### config.mk
export PLATFORM = sky130hd
export DESIGN_NAME = tssr_ctrl
export DESIGN_NICKNAME = d
export VERILOG_FILES = /design/src/rtl/tssr_pkg.sv /design/src/rtl/tssr_ctrl.sv
export SDC_FILE = /design/constraint.sdc
export NUM_CORES = 1
export LEC_CHECK = 0
export ABC_AREA = 1
export BUFFER_PORTS_ARGS = -buffer_cell sky130_fd_sc_hd__buf_2
export CAP_MARGIN = 20
export CORE_UTILIZATION = 47
export CTS_CLUSTER_SIZE = 25
export DETAILED_ROUTE_END_ITERATION = 10
export PLACE_DENSITY = 0.83
export SYNTH_ARGS = -nofsm -noshare
export SYNTH_HDL_FRONTEND = slang
export SYNTH_SLANG_ARGS = --single-unit
### constraint.sdc
create_clock -name clk -period 3.5 [get_ports clk]
set_clock_uncertainty 0.2 [all_clocks]
set_input_delay 0.35 -clock clk [delete_from_list [all_inputs] [get_ports clk]]
set_output_delay 0.35 -clock clk [all_outputs]
set_load 0.01 [all_outputs]
### src/rtl/tssr_pkg.sv
// tile and sprite scanline renderer: shared constants, codes and types
// no dependencies; imported by every block module except tssr_ram
package tssr_pkg;

  localparam int SCREEN_COLUMNS_DEF = 160;
  localparam int SCREEN_ROWS_DEF    = 144;
  localparam int OBJECT_COUNT_DEF   = 40;

  localparam int VIDEO_BYTES   = 8192;
  localparam int VRAM_AW       = 13;
  localparam int TABLE_BYTES   = 160;
  localparam int OAM_AW        = 8;
  localparam int TABLE_OBJECTS = 40;

  // request opcodes
  localparam logic [1:0] OP_VRAM = 2'd0;
  localparam logic [1:0] OP_OAM  = 2'd1;
  localparam logic [1:0] OP_DRAW = 2'd2;
  localparam logic [1:0] OP_READ = 2'd3;

  // register indexes
  localparam logic [2:0] CFG_LCDC = 3'd0;
  localparam logic [2:0] CFG_SCRL = 3'd1;
  localparam logic [2:0] CFG_WIN  = 3'd2;
  localparam logic [2:0] CFG_BGP  = 3'd3;
  localparam logic [2:0] CFG_OBP  = 3'd4;
  localparam logic [2:0] CFG_LYC  = 3'd5;
  localparam logic [2:0] CFG_STEN = 3'd6;

  // video memory offsets
  localparam logic [12:0] MAP0_BASE   = 13'h1800;
  localparam logic [12:0] MAP1_BASE   = 13'h1C00;
  localparam logic [12:0] SIGNED_BASE = 13'h1000;

  // lcd control bits
  localparam int LCDC_BG_EN   = 0;
  localparam int LCDC_OBJ_EN  = 1;
  localparam int LCDC_OBJ_16  = 2;
  localparam int LCDC_BG_MAP  = 3;
  localparam int LCDC_UNSIGN  = 4;
  localparam int LCDC_WIN_EN  = 5;
  localparam int LCDC_WIN_MAP = 6;

  typedef struct packed {
    logic       accept;
    logic       decode;
    logic       loop_clr;
    logic       clr;
    logic       cap_shade;
    logic       bg_map;
    logic       bg_lo;
    logic       bg_hi;
    logic       bg_wr;
    logic [1:0] oam_k;
    logic       cap_y;
    logic       cap_x;
    logic       cap_t;
    logic       cap_f;
    logic       obj_next;
    logic       obj_lo;
    logic       obj_hi;
    logic       obj_cap;
    logic       pix_rd;
    logic       pix_wr;
    logic       bit_next;
  } dp_cmd_t;

  typedef struct packed {
    logic       clr_last;
    logic [1:0] op;
    logic       visible;
    logic       bg_en;
    logic       obj_en;
    logic       x_last;
    logic       s_last;
    logic       hit;
    logic       b_last;
  } dp_sts_t;

  function automatic logic [1:0] shade_of(input logic [7:0] pal, input logic [1:0] idx);
    shade_of = pal[{idx, 1'b0} +: 2];
  endfunction

endpackage

### src/rtl/tssr_ctrl.sv
// renderer controller: sequences clearing, item handling and line drawing
// depends on tssr_pkg; drives tssr_dp through dp_cmd_t / dp_sts_t
module tssr_ctrl
  import tssr_pkg::*;
(
  input  logic    clk,
  input  logic    rst_n,
  input  logic    start,
  output logic    busy,
  output logic    out_valid,
  input  dp_sts_t sts,
  output dp_cmd_t cmd
);

  localparam logic [4:0] ST_CLR  = 5'd0;
  localparam logic [4:0] ST_IDLE = 5'd1;
  localparam logic [4:0] ST_DEC  = 5'd2;
  localparam logic [4:0] ST_RD   = 5'd3;
  localparam logic [4:0] ST_BMAP = 5'd4;
  localparam logic [4:0] ST_BLO  = 5'd5;
  localparam logic [4:0] ST_BHI  = 5'd6;
  localparam logic [4:0] ST_BWR  = 5'd7;
  localparam logic [4:0] ST_SY   = 5'd8;
  localparam logic [4:0] ST_SX   = 5'd9;
  localparam logic [4:0] ST_ST   = 5'd10;
  localparam logic [4:0] ST_SF   = 5'd11;
  localparam logic [4:0] ST_SCHK = 5'd12;
  localparam logic [4:0] ST_SLO  = 5'd13;
  localparam logic [4:0] ST_SHI  = 5'd14;
  localparam logic [4:0] ST_SCAP = 5'd15;
  localparam logic [4:0] ST_PRD  = 5'd16;
  localparam logic [4:0] ST_PWR  = 5'd17;
  localparam logic [4:0] ST_FIN  = 5'd18;

  logic [4:0] state_r, state_nxt;

  always_ff @(posedge clk) begin
    if (!rst_n) begin
      state_r <= ST_CLR;
    end else begin
      state_r <= state_nxt;
    end
  end

  assign busy      = (state_r != ST_IDLE);
  assign out_valid = (state_r == ST_FIN);

  always_comb begin
    cmd       = '0;
    state_nxt = state_r;
    unique case (state_r)
      ST_CLR: begin
        cmd.clr = 1'b1;
        if (sts.clr_last) begin
          state_nxt = ST_IDLE;
        end
      end
      ST_IDLE: begin
        cmd.accept = start;
        if (start) begin
          state_nxt = ST_DEC;
        end
      end
      ST_DEC: begin
        cmd.decode   = 1'b1;
        cmd.loop_clr = 1'b1;
        if (sts.op == OP_READ) begin
          state_nxt = ST_RD;
        end else if (sts.op == OP_DRAW && sts.visible) begin
          if (sts.bg_en) begin
            state_nxt = ST_BMAP;
          end else if (sts.obj_en) begin
            state_nxt = ST_SY;
          end else begin
            state_nxt = ST_FIN;
          end
        end else begin
          state_nxt = ST_FIN;
        end
      end
      ST_RD: begin
        cmd.cap_shade = 1'b1;
        state_nxt     = ST_FIN;
      end
      ST_BMAP: begin
        cmd.bg_map = 1'b1;
        state_nxt  = ST_BLO;
      end
      ST_BLO: begin
        cmd.bg_lo = 1'b1;
        state_nxt = ST_BHI;
      end
      ST_BHI: begin
        cmd.bg_hi = 1'b1;
        state_nxt = ST_BWR;
      end
      ST_BWR: begin
        cmd.bg_wr = 1'b1;
        if (!sts.x_last) begin
          state_nxt = ST_BMAP;
        end else if (sts.obj_en) begin
          state_nxt = ST_SY;
        end else begin
          state_nxt = ST_FIN;
        end
      end
      ST_SY: begin
        cmd.oam_k = 2'd0;
        state_nxt = ST_SX;
      end
      ST_SX: begin
        cmd.cap_y = 1'b1;
        cmd.oam_k = 2'd1;
        state_nxt = ST_ST;
      end
      ST_ST: begin
        cmd.cap_x = 1'b1;
        cmd.oam_k = 2'd2;
        state_nxt = ST_SF;
      end
      ST_SF: begin
        cmd.cap_t = 1'b1;
        cmd.oam_k = 2'd3;
        state_nxt = ST_SCHK;
      end
      ST_SCHK: begin
        cmd.cap_f = 1'b1;
        if (sts.hit) begin
          state_nxt = ST_SLO;
        end else if (sts.s_last) begin
          state_nxt = ST_FIN;
        end else begin
          cmd.obj_next = 1'b1;
          state_nxt    = ST_SY;
        end
      end
      ST_SLO: begin
        cmd.obj_lo = 1'b1;
        state_nxt  = ST_SHI;
      end
      ST_SHI: begin
        cmd.obj_hi = 1'b1;
        state_nxt  = ST_SCAP;
      end
      ST_SCAP: begin
        cmd.obj_cap = 1'b1;
        state_nxt   = ST_PRD;
      end
      ST_PRD: begin
        cmd.pix_rd = 1'b1;
        state_nxt  = ST_PWR;
      end
      ST_PWR: begin
        cmd.pix_wr   = 1'b1;
        cmd.bit_next = 1'b1;
        if (!sts.b_last) begin
          state_nxt = ST_PRD;
        end else if (sts.s_last) begin
          state_nxt = ST_FIN;
        end else begin
          cmd.obj_next = 1'b1;
          state_nxt    = ST_SY;
        end
      end
      ST_FIN: begin
        state_nxt = ST_IDLE;
      end
      default: begin
        state_nxt = ST_IDLE;
      end
    endcase
  end

endmodule

# After elaboration in Yosys (flattened, before gate mapping)
# Index checks and enable logic that the tools add are counted.
dict set report totals {
  reg_bits 5
  input_bits 13
  output_inout_bits 24
  wordCells 60
}
dict set report classes {
  n_eq_ne 23
  mux 33
  reduce_logical 3
}
# cell count
set op_table {}
lappend op_table {{$pmux W5 S18} 1}
lappend op_table {{$mux W5} 10}
lappend op_table {{$eq A5 B4 Y1 const B} 8}
lappend op_table {{$eq A5 B3 Y1 const B} 4}
lappend op_table {{$mux W1} 18}
lappend op_table {{$eq A5 B5 Y1 const B} 3}
lappend op_table {{$eq A5 B2 Y1 const B} 2}
lappend op_table {{$pmux W2 S3} 1}
lappend op_table {{$eq A5 B1 Y1 const B} 1}
lappend op_table {{$logic_not A5 Y1} 1}
lappend op_table {{$ne A5 B1 Y1 const B} 1}
lappend op_table {{$eq A2 B2 Y1 const B} 2}
lappend op_table {{$mux W2} 2}
lappend op_table {{$ne A2 B2 Y1 const B} 2}
lappend op_table {{$pmux W1 S2} 1}
lappend op_table {{$reduce_and A2 Y1} 1}
lappend op_table {{$logic_and A1 B1 Y1} 1}

# Longest topological paths before layout
dict set report depth {
  word_depth 5
  mapped_depth 10
  mapped_depth_nobuf 9
}

# Least setup slack after synthesis
# No wires, ideal clock.
dict set report synth_timing {
  path_type {register to output}
  start {register state_r[0]}
  end {output port cmd[6] (netlist name)}
  arrival_ns 0.990
  t_required_ns 2.950
  slack_ns 1.960
  path_stages_with_launch 4
  path_buffers 0
  path_cell_list {dfxtp_1 nor2_1 nand3_1 o31ai_1}
}
# item line
set synth_lines {}
lappend synth_lines {{from (decl)} tssr_ctrl.sv:35} ;# logic [4:0] state_r, state_nxt;
lappend synth_lines {{from (signal assigned)} tssr_ctrl.sv:41} ;# state_r <= state_nxt;
lappend synth_lines {{to (decl)} tssr_ctrl.sv:12} ;# output dp_cmd_t cmd

==> run summary <==
Worst slew margin = 75.9%
WL per Instance = 10.8 um
RD Place Congestion = 0.869
DRC = 0
Layout area overhead = 28.3%
Slowest stage cell, crit path = dfxtp_1
Hold buffers post-CTS = 0
CTS sink cnt = 5
Sequential share of the synthesized area = 14.2%
Mean Syn Cell Area = 5.37 sq um
Antenna-violating nets left = 0
Via Count = 979
Largest cells by area after synthesis = nor2_1, nand2_1, dfxtp_1
Slowest stage delay, CP = 0.53 ns
Crit path DAT = 1.51 ns
Req. time, crit path = 2.95 ns
Reg with most FFs = state_r
Die H = 40.7 um
GR Overflow Total = 0
Worst setup path category = reg2out
Vias in the first global route = 797
GRT Total Usage = 26.6%
NetSw = 0.0911 mW
CP Cell Sequence = nand2_1 > inv_1 > nand3_1 > o31ai_1 > buf_2
Sequential Power Share = 30.1%
Max reg flops = 5
Insertion delay to the later sink of the worst-skew pair = 0.24 ns
Num ports = 37
Sequential Area = 100 sq um
Critical Path Start Type = flip-flop
Distinct cells, synth = 22
Post-Route WL = 1980 um
Largest net degree at the start of global routing = 10
Clk slew on worst S/H paths = 0.04 ns
Clock Power Share = 28.5%
Internal = 0.138 mW
Die extent in x = 40.7 um
Register bit count reported by yosys = 5
Via density = 5.35
Area leader, netlist = nor2_1
Post-CTS Setup Bufs = 0
Max VDD drop = 0.000297 V
1st-iter DRT viols = 41
Ys Warns = 0
Fin. max-slew vios = 0
Worst reg2reg setup slack = 1.80 ns
Gate Count Post-Synth = 131
Final hold vios = 0
Row cnt = 13
Nets@finish = 182
Max Cap Viol = 0
Syn_nets = 144
Setup violations, final = 0
Cell Pwr Density = 253 nW/um^2
Mapped Area = 703 sq um
Hold Path Class = in2reg
CTS tree = built
Initial core utilization = 52.1%
Worst slew pin tran = 0.362 ns
Full die area = 1650 sq um
Crit. End Element = primary output
Fillers = 136
Max clock buf depth = 2
Critical Path Fanout Max = 8
Comb pwr share = 41.5%
Power Total = 0.229 mW
First-pass GRT wire length = 2920 um
Final period util = 58.9%
Post-DP HPWL = 1630 um
Post-layout minimum cycle time = 2.06 ns
CP bufs+invs = 2
Setup_tns = 0 ns
DR pass1 iterations = 4
Cts bufs inserted = 3
Status = finished, final reports clean
LEAKAGE = 0.566 nW
CORE AREA = 1350 sq um
Share of the synthesized area in the top cell type = 17.1%
Post_cts resized = 0
Clock Tree Root = clkbuf_4
Initial antenna violation count = 0
Max Fclk = 485 MHz
Net Sw Frac = 39.8%
N_diodes = 0
CP delay by family, top = flip-flops
PortBufs = 36
H-Tree Depth = 1
Share of cells above drive strength 1 = 34.5%
Top flop regs = state_r (5)
RSZ-0062 raised after global routing = false
Area of the multi-input gates = 498 sq um
[stage by stage]
| step | hold WS [ns] | setup slack [ns] | std cells | util [%] | area (sq um) |
|---|---|---|---|---|---|
| after floorplan | 0.248 | 1.96 | 131 | - | 703 |
| after global placement | 0.380 | 1.83 | 179 | 64.9 | 876 |
| after detailed placement | 0.386 | 1.75 | 179 | 64.9 | 876 |
| after CTS | 0.140 | 1.49 | 183 | 66.8 | 902 |
| after global routing | 0.145 | 1.37 | 183 | 66.8 | 902 |
| final | 0.144 | 1.44 | 183 | 66.8 | 902 |
[final timing paths]
| check | to | start | cells past startpoint |
|---|---|---|---|
| max | cmd[6] | state_r[3]$_SDFFE_PN0P_ | 5 |
| max reg2reg | state_r[1]$_SDFFE_PN0P_ | state_r[3]$_SDFFE_PN0P_ | 7 |
| min | state_r[2]$_SDFFE_PN0P_ | rst_n | 3 |
| min reg2reg | state_r[4]$_SDFFE_PN0P_ | state_r[4]$_SDFFE_PN0P_ | 4 |
[cell usage in the layout (no fill, tap or decap)]
master / count
inv_2: 5
nand2_1: 29
inv_1: 16
nor4_1: 1
clkbuf_1: 1
nor3_1: 1
o21ai_0: 3
dfxtp_1: 5
o21ai_1: 2
clkbuf_4: 3
buf_2: 36
nand3_4: 1
nor3_2: 1
nand4_1: 2
nand3_2: 2
nor2_2: 4
a21oi_2: 1
a21oi_1: 4
nand3_1: 13
nor2_4: 3
nor2_1: 32
or2_2: 2
o31ai_1: 1
[cells by family (layout without fill, tap and decap cells)]
logic type	Yosys count	count (layout)	synth area share [%]
AND/OR/NAND/NOR	91	91	62.1
buffers and inverters	24	61	14.9
flip-flops	5	5	14.2
AO/OA/AOI/OAI	11	11	8.72
[Yosys cell counts]
cell type	number
a21oi_1	4
a21oi_2	1
buf_4	2
buf_6	1
dfxtp_1	5
inv_1	16
inv_2	5
nand2_1	29
nand3_1	13
nand3_2	2
nand3_4	1
nand4_1	2
nor2_1	32
nor2_2	4
nor2_4	3
nor3_1	1
nor3_2	1
nor4_1	1
o21ai_0	3
o21ai_1	2
o31ai_1	1
or2_2	2
[layout make-up]
class                      instances  area share [%]
sequential                         5            11.1
multi-input combinational        102            55.2
timing repair buffer              36            20.0
clock buffer                       4            2.91
inverter                          21            8.74
tap                               15            2.08
[worst min-delay path: stages]
cell and delay [ns]:
buf_2 0.10, nand2_1 0.06, inv_1 0.04
[power by group through the flow]
stage | combinational, mW | clock, mW | sequential (mW)
floorplan | 0.0643 | 0 | 0.0683
global placement | 0.0907 | 0 | 0.0692
detailed placement | 0.0921 | 0 | 0.0695
CTS | 0.0937 | 0.0669 | 0.0686
global route | 0.104 | 0.0733 | 0.0689
finish | 0.0948 | 0.0651 | 0.0687
[metal layers]
layer | vias up | GRT usage (%) | wire, um | part of all wire [%]
li1 | 484 | - | - | -
met1 | 429 | 25.9 | 827 | 42
met2 | 60 | 52.8 | 941 | 48
met3 | 6 | 8.15 | 185 | 9.3
met4 | 0 | 6.67 | 25 | 1.3
met5 | - | 0 | 0 | 0
Power figures use the tool's default switching activity.
